## src/design/utfchk_pkg.sv

```systemverilog
// ----------------------------------------------------------------------------
// utfchk_pkg
// Shared types and constants of the UTF-8 text field checker.
// ----------------------------------------------------------------------------
`default_nettype none

package utfchk_pkg;

  localparam logic [1:0] VERDICT_OK       = 2'd0;
  localparam logic [1:0] VERDICT_CONTROL  = 2'd1;
  localparam logic [1:0] VERDICT_BAD_UTF8 = 2'd2;
  localparam logic [1:0] VERDICT_TOO_LONG = 2'd3;

  localparam logic [7:0] CHR_SPACE = 8'h20;
  localparam logic [7:0] CHR_TAB   = 8'h09;
  localparam logic [7:0] CHR_CR    = 8'h0D;
  localparam logic [7:0] CHR_LF    = 8'h0A;
  localparam logic [7:0] CHR_DEL   = 8'h7F;

  localparam logic [2:0] SEQ_LEN2 = 3'd2;
  localparam logic [2:0] SEQ_LEN3 = 3'd3;
  localparam logic [2:0] SEQ_LEN4 = 3'd4;

  localparam logic [20:0] CP_MIN2      = 21'h000080;
  localparam logic [20:0] CP_MIN3      = 21'h000800;
  localparam logic [20:0] CP_MIN4      = 21'h010000;
  localparam logic [20:0] CP_SURR_LO   = 21'h00D800;
  localparam logic [20:0] CP_SURR_HI   = 21'h00DFFF;
  localparam logic [20:0] CP_MAX       = 21'h10FFFF;

  localparam logic [15:0] MAX_CHARS_RST = 16'd64;

  typedef struct packed {
    logic [1:0]  cont_left;
    logic [2:0]  seq_len;
    logic [20:0] code_point;
  } utf_state_t;

endpackage

`default_nettype wire

```

## src/design/utfchk_decode.sv

```systemverilog
// ----------------------------------------------------------------------------
// utfchk_decode
// Strict UTF-8 decode step for one non-whitespace byte.
// ----------------------------------------------------------------------------
`default_nettype none

module utfchk_decode
  import utfchk_pkg::*;
(
  input  wire logic [7:0] byte_i,
  input  wire utf_state_t st_i,
  input  wire logic       invalid_i,
  output utf_state_t      st_o,
  output logic            invalid_o,
  output logic            inc_o
);

  logic [20:0] cp_shift;
  logic [1:0]  left_dec;
  logic        bad_cp;

  assign cp_shift = {st_i.code_point[14:0], byte_i[5:0]};
  assign left_dec = st_i.cont_left - 2'd1;
  assign bad_cp   = (st_i.seq_len == SEQ_LEN2 && cp_shift < CP_MIN2) ||
                    (st_i.seq_len == SEQ_LEN3 && cp_shift < CP_MIN3) ||
                    (st_i.seq_len == SEQ_LEN4 && cp_shift < CP_MIN4) ||
                    (cp_shift >= CP_SURR_LO && cp_shift <= CP_SURR_HI) ||
                    (cp_shift > CP_MAX);

  always_comb begin
    st_o      = st_i;
    invalid_o = invalid_i;
    inc_o     = 1'b0;
    if (!invalid_i) begin
      if (st_i.cont_left != 2'd0) begin
        if (byte_i[7:6] != 2'b10) begin
          invalid_o    = 1'b1;
          st_o.cont_left = 2'd0;
        end else begin
          st_o.code_point = cp_shift;
          st_o.cont_left  = left_dec;
          if (left_dec == 2'd0) begin
            invalid_o = bad_cp;
            inc_o     = !bad_cp;
          end
        end
      end else if (byte_i[7] == 1'b0) begin
        inc_o = 1'b1;
      end else if (byte_i[7:5] == 3'b110) begin
        st_o.seq_len    = SEQ_LEN2;
        st_o.cont_left  = 2'd1;
        st_o.code_point = {16'd0, byte_i[4:0]};
      end else if (byte_i[7:4] == 4'b1110) begin
        st_o.seq_len    = SEQ_LEN3;
        st_o.cont_left  = 2'd2;
        st_o.code_point = {17'd0, byte_i[3:0]};
      end else if (byte_i[7:3] == 5'b11110) begin
        st_o.seq_len    = SEQ_LEN4;
        st_o.cont_left  = 2'd3;
        st_o.code_point = {18'd0, byte_i[2:0]};
      end else begin
        invalid_o = 1'b1;
      end
    end
  end

endmodule

`default_nettype wire

```

## src/design/utf8_text_field_checker_unit.sv

```systemverilog
// ----------------------------------------------------------------------------
// utf8_text_field_checker_unit
// Trims a byte-wise text field, checks it for control characters and strict
// UTF-8, counts characters and gives one verdict on the last byte.
// ----------------------------------------------------------------------------
//  channel  ports                                          role
//  in       in_valid/in_ready, in_byte_value,              one byte per word
//           in_byte_present, in_is_last
//  out      out_valid/out_ready, out_verdict,              one word per field
//           out_char_count
//  cfg      cfg_valid/cfg_ready, cfg_max_chars             max_chars write
//
//  One byte per clock sustained while no last byte waits on a stalled result;
//  a word is held in the input register, then the field state updates, and on
//  a last byte the result register and out_valid update in the same cycle.
//  A stalled result only blocks a following last byte; other bytes go on.
//  Reset is synchronous; max_chars returns to 64. cfg_ready is always high.
// ----------------------------------------------------------------------------
`default_nettype none

module utf8_text_field_checker_unit
  import utfchk_pkg::*;
#(
  parameter int COUNT_BITS = 16
) (
  input  wire logic        clk,
  input  wire logic        rst_n,
  input  wire logic        in_valid,
  output logic             in_ready,
  input  wire logic [7:0]  in_byte_value,
  input  wire logic        in_byte_present,
  input  wire logic        in_is_last,
  output logic             out_valid,
  input  wire logic        out_ready,
  output logic [1:0]       out_verdict,
  output logic [15:0]      out_char_count,
  input  wire logic        cfg_valid,
  output logic             cfg_ready,
  input  wire logic [15:0] cfg_max_chars
);

  localparam int CMP_W = (COUNT_BITS > 16) ? COUNT_BITS : 16;
  localparam logic [COUNT_BITS-1:0] CNT_MAX = {COUNT_BITS{1'b1}};

  logic [15:0] max_chars_r;

  logic       in_vld_r;
  logic [7:0] in_byte_r;
  logic       in_present_r;
  logic       in_last_r;
  logic       adv;

  logic                  started_r, started_nxt;
  logic [COUNT_BITS-1:0] pend_r, pend_nxt;
  logic                  pend_ctrl_r, pend_ctrl_nxt;
  utf_state_t            utf_r, utf_nxt, utf_dec;
  logic [COUNT_BITS-1:0] count_r, count_nxt;
  logic                  ctrl_seen_r, ctrl_seen_nxt;
  logic                  inv_r, inv_nxt, inv_dec;
  logic                  inc_dec;

  logic                  out_vld_r;
  logic [1:0]            verdict_r, verdict_nxt;
  logic [15:0]           ccount_r, ccount_nxt;

  logic                  is_space, is_ctrl, take_text, add_pend;
  logic [COUNT_BITS+1:0] sum;
  logic [COUNT_BITS-1:0] count_sat;
  logic [CMP_W-1:0]      count_ext;

  assign cfg_ready = 1'b1;

  assign adv      = in_vld_r && (!in_last_r || !out_vld_r || out_ready);
  assign in_ready = !in_vld_r || adv;

  assign is_space = (in_byte_r == CHR_SPACE) || (in_byte_r == CHR_TAB) ||
                    (in_byte_r == CHR_CR) || (in_byte_r == CHR_LF);
  assign is_ctrl  = (in_byte_r < CHR_SPACE) || (in_byte_r == CHR_DEL);
  assign take_text = in_present_r && !is_space;
  assign add_pend  = take_text && !inv_r && (pend_r != '0);

  utfchk_decode u_decode (
    .byte_i    (in_byte_r),
    .st_i      (utf_r),
    .invalid_i (inv_r),
    .st_o      (utf_dec),
    .invalid_o (inv_dec),
    .inc_o     (inc_dec)
  );

  assign sum = {2'b00, count_r} + (add_pend ? {2'b00, pend_r} : '0) +
               {{(COUNT_BITS+1){1'b0}}, take_text & inc_dec};
  assign count_sat = (sum[COUNT_BITS+1:COUNT_BITS] != 2'b00) ? CNT_MAX
                                                             : sum[COUNT_BITS-1:0];
  assign count_ext = CMP_W'(count_sat);

  always_comb begin
    started_nxt   = started_r;
    pend_nxt      = pend_r;
    pend_ctrl_nxt = pend_ctrl_r;
    utf_nxt       = utf_r;
    count_nxt     = count_sat;
    ctrl_seen_nxt = ctrl_seen_r;
    inv_nxt       = inv_r;
    if (in_present_r) begin
      if (is_space) begin
        if (started_r) begin
          if (utf_r.cont_left != 2'd0 && !inv_r) begin
            inv_nxt           = 1'b1;
            utf_nxt.cont_left = 2'd0;
          end
          pend_nxt = (pend_r == CNT_MAX) ? pend_r : pend_r + 1'b1;
          if (in_byte_r != CHR_SPACE) begin
            pend_ctrl_nxt = 1'b1;
          end
        end
      end else begin
        started_nxt   = 1'b1;
        pend_nxt      = '0;
        pend_ctrl_nxt = 1'b0;
        if ((pend_r != '0 && pend_ctrl_r) || is_ctrl) begin
          ctrl_seen_nxt = 1'b1;
        end
        utf_nxt = utf_dec;
        inv_nxt = inv_dec;
      end
    end
    if (in_last_r && utf_nxt.cont_left != 2'd0) begin
      inv_nxt = 1'b1;
    end

    ccount_nxt = (count_ext > CMP_W'(16'hFFFF)) ? 16'hFFFF : count_ext[15:0];
    if (ctrl_seen_nxt) begin
      verdict_nxt = VERDICT_CONTROL;
      ccount_nxt  = 16'd0;
    end else if (inv_nxt) begin
      verdict_nxt = VERDICT_BAD_UTF8;
      ccount_nxt  = 16'd0;
    end else if (count_ext > CMP_W'(max_chars_r)) begin
      verdict_nxt = VERDICT_TOO_LONG;
    end else begin
      verdict_nxt = VERDICT_OK;
    end

    if (in_last_r) begin
      started_nxt   = 1'b0;
      pend_nxt      = '0;
      pend_ctrl_nxt = 1'b0;
      utf_nxt       = '0;
      count_nxt     = '0;
      ctrl_seen_nxt = 1'b0;
      inv_nxt       = 1'b0;
    end
  end

  always_ff @(posedge clk) begin
    if (!rst_n) begin
      max_chars_r <= MAX_CHARS_RST;
      in_vld_r    <= 1'b0;
      out_vld_r   <= 1'b0;
      started_r   <= 1'b0;
      pend_r      <= '0;
      pend_ctrl_r <= 1'b0;
      utf_r       <= '0;
      count_r     <= '0;
      ctrl_seen_r <= 1'b0;
      inv_r       <= 1'b0;
    end else begin
      if (cfg_valid && cfg_ready) begin
        max_chars_r <= cfg_max_chars;
      end
      if (in_ready) begin
        in_vld_r <= in_valid;
      end
      if (adv) begin
        started_r   <= started_nxt;
        pend_r      <= pend_nxt;
        pend_ctrl_r <= pend_ctrl_nxt;
        utf_r       <= utf_nxt;
        count_r     <= count_nxt;
        ctrl_seen_r <= ctrl_seen_nxt;
        inv_r       <= inv_nxt;
      end
      if (adv && in_last_r) begin
        out_vld_r <= 1'b1;
      end else if (out_ready) begin
        out_vld_r <= 1'b0;
      end
    end
  end

  always_ff @(posedge clk) begin
    if (in_valid && in_ready) begin
      in_byte_r    <= in_byte_value;
      in_present_r <= in_byte_present;
      in_last_r    <= in_is_last;
    end
    if (adv && in_last_r) begin
      verdict_r <= verdict_nxt;
      ccount_r  <= ccount_nxt;
    end
  end

  assign out_valid      = out_vld_r;
  assign out_verdict    = verdict_r;
  assign out_char_count = ccount_r;

endmodule

`default_nettype wire

```

## config.mk

```make
export PLATFORM = sky130hd
export DESIGN_NAME = utf8_text_field_checker_unit
export DESIGN_NICKNAME = d
export VERILOG_FILES = /design/src/design/utfchk_pkg.sv /design/src/design/utfchk_decode.sv /design/src/design/utf8_text_field_checker_unit.sv
export SDC_FILE = /design/constraint.sdc
export NUM_CORES = 1
export LEC_CHECK = 0
export BUFFER_PORTS_ARGS = -buffer_cell sky130_fd_sc_hd__buf_2
export CAP_MARGIN = 20
export CORE_MARGIN = 2
export CORE_UTILIZATION = 55
export DETAILED_ROUTE_END_ITERATION = 8
export PLACE_DENSITY = 0.74
export SLEW_MARGIN = 20
export SYNTH_ARGS = -nofsm -noshare
export SYNTH_HDL_FRONTEND = slang
export SYNTH_SLANG_ARGS = --single-unit
```

## constraint.sdc

```tcl
create_clock -name clk -period 7 [get_ports clk]
set_input_delay 1.4 -clock clk [delete_from_list [all_inputs] [get_ports clk]]
set_output_delay 1.4 -clock clk [all_outputs]
set_load 0.02 [all_outputs]
```

==> flow_summary.ini <==
[outcome]
status = finished, final reports clean

[timing]
timing.setup.tns_ps = 0
fin_worst_skew_ps = 10.6
setup-violations-final = 0
finalCriticalPeriod_ps = 5640
rsz0062_at_grt = false
maxSlewHeadroom = 0.441
period_share = 0.805
slew_violations = 0
whs_ps = 456
max_freq_ghz = 0.177
hold_violations = 0
tightest_slew_ps = 838

[yosys]
synth_cells = 670
yosysSeqAreaShare = 0.390
synth_edf_count = 28
async_flop_share = 0
syn_area_sq_um = 5950
synth_fp_nets = 738
ys_ff_latch = 102
ys_types = 73
syn_area_per_cell_sq_um = 8.88
synthFlopType = dfxtp_1
ys_warn_count = 0

[routing]
drc = 0
drt-total-wl_mm = 13.2
vias = 4916
ant_nets = 0
wl_per_cell_um = 15.7
drtIter0Drc = 239
dr.pass1.iters = 5
via_per_inst = 5.82

[floorplanning]
start_util = 0.571
io_pins = 52
placeableCoreArea_sq_um = 10400
die_w_um = 108
die-area_sq_um = 11700
num_rows = 37
die_h_um = 108

[power]
ir_drop_mv = 0.157
p_leak_nw = 2.68
power_density_nw_per_um2 = 178
totalPowerFinal_mw = 1.16

[critical_path]
start_kind = flop
path_buf_inv = 0
crit_chain = nor3b_2 -> o2111ai_2 -> and2_4 -> and3_1 -> nand2_1 -> fa_1 -> fa_1 -> nand2b_1 -> a21oi_1 -> o2111ai_1 -> a211oi_1 -> a31oi_2 -> nand2_1 -> ha_1 -> nor2b_1 -> o21a_1 -> o21a_1 -> o21ai_0 -> a211o_1 -> a21oi_1 -> o21a_1
critPathMaxStageDelay_ps = 480
crit_path_top_delay_cell = a211oi_1
critPathKind = reg -> reg
cp_top_family = compound AO/OA/AOI/OAI gates
crit_required_ps = 7150
crit_top_cell = o21a_1
critPathMaxFanout = 16
critPathCaptureType = flop
cp_data_arrival_time_ps = 5790

[clock_network]
cts_tree = yes
clk_path_buf_depth = 2
cts_inserted_buffers = 9
clock-sinks = 102
clk_pin_slew_ps = 100
cts_resized = 0
insertion_delay_ps = 380
post_cts_buffers = 0
cts_max_level = 3
cts-root-buf = clkbuf_8
postCtsHoldBufs = 0

[global_routing]
first_global_vias = 4615
grt_pass1_wl_mm = 21.7
grt_use_total = 0.235
grt_max_degree = 50
overflow = 0
antenna_found_initial = 0

[placement]
io_buffers = 50
gp_congestion = 0.960
dp_hpwl_mm = 9.89

[cells_and_area]
most-common-layout-cells = 74 x dfxtp_1, 57 x nand2_1, 50 x buf_2
area_growth_pct = 9.11
nets = 771
drive_gt1_frac = 0.124
final_common_cell = dfxtp_1
n_antenna_cell = 0

[worst_hold_path]
worstHoldPathType = reg -> reg

[flow_run]
drv_cap = 0
## cell families after synthesis
group | count (synthesis) | synth area share
AO/OA/AOI/OAI | 158 | 0.181
XOR/XNOR | 22 | 0.0324
adder cells (fa/ha/maj) | 37 | 0.0804
buffers and inverters | 73 | 0.0486
flip-flops | 102 | 0.390
multiplexers | 18 | 0.0303
other | 1 | 0.000631
AND/OR/NAND/NOR | 259 | 0.236
## final timing paths
| kind | depth (start not counted) | end | slack, ps | startpoint |
|---|---|---|---|---|
| max reg2reg | 21 | out_verdict[1] | 1360 | in_byte_r[1] |
| min | 2 | utf_r[11] | 460 | utf_r[11] |
| max | 21 | out_verdict[1] | 1360 | in_byte_r[1] |
| min reg2reg | 2 | utf_r[11] | 460 | utf_r[11] |
## synth_stat cells, types with 12 or more instances
| library cell | number | area, sq um |
|---|---|---|
| a21boi_1 | 12 | 90.1 |
| a21oi_1 | 32 | 160 |
| and2_1 | 24 | 150 |
| clkbuf_1 | 24 | 90.1 |
| dfxtp_1 | 74 | 1480 |
| edfxtp_1 | 28 | 841 |
| ha_1 | 35 | 438 |
| inv_1 | 43 | 161 |
| mux2i_1 | 18 | 180 |
| nand2_1 | 57 | 214 |
| nand3_1 | 26 | 130 |
| nand4_1 | 13 | 81.3 |
| nor2_1 | 36 | 135 |
| nor2b_1 | 33 | 206 |
| nor3_1 | 12 | 60.1 |
| o21ai_0 | 21 | 105 |
| o21ai_1 | 17 | 85.1 |
| xor2_1 | 14 | 123 |
## metrics by stage
step / utilization / setup WS [ps] / instances / cell area, sq um
global route: 0.623 / 890 / 844 / 6490
CTS: 0.623 / 1360 / 844 / 6490
floorplan: - / 1890 / 670 / 5950
finish: 0.623 / 1360 / 844 / 6490
detailed placement: 0.601 / 1390 / 828 / 6260
global placement: 0.600 / 1580 / 828 / 6250
## where the power goes
part	leakage (nW)	internal, mW	switching, mW
clock	0.115	0.237	0.197
combinational	1.68	0.0364	0.0557
sequential	0.884	0.617	0.0129
total	2.68	0.891	0.266
## metal layers
| layer | track usage | vias to the layer above | part of all wire |
|---|---|---|---|
| met2 | 0.395 | 137 | 0.47 |
| met1 | 0.299 | 2283 | 0.46 |
| li1 | - | 2467 | - |
| met3 | 0.0591 | 29 | 0.047 |
| met5 | 0 | - | 0 |
| met4 | 0.0733 | 0 | 0.024 |
## tightest hold or removal path, cell delays in order, from the launching register on
cell and delay, ps:
dfxtp_1 320, nand2_1 50, a21boi_1 50
## area by class of cell
class	instances	area [sq um]
clock inverters	4	95.1
flip-flops and latches	102	2320
multi-input cells	495	3340
inverters	43	161
well taps	136	170
clock buffers	12	135
repair buffers	52	265
fillers	900	3930
## flip-flops by register name, indices dropped and copies added, names as in the netlist, 2 cells and up
name	cells
count_r	16
pend_r	16
out_verdict	2
in_byte_r	8
max_chars_r	16
utf_r	20
out_char_count	16
No activity file was read; power rests on OpenSTA's default activity.
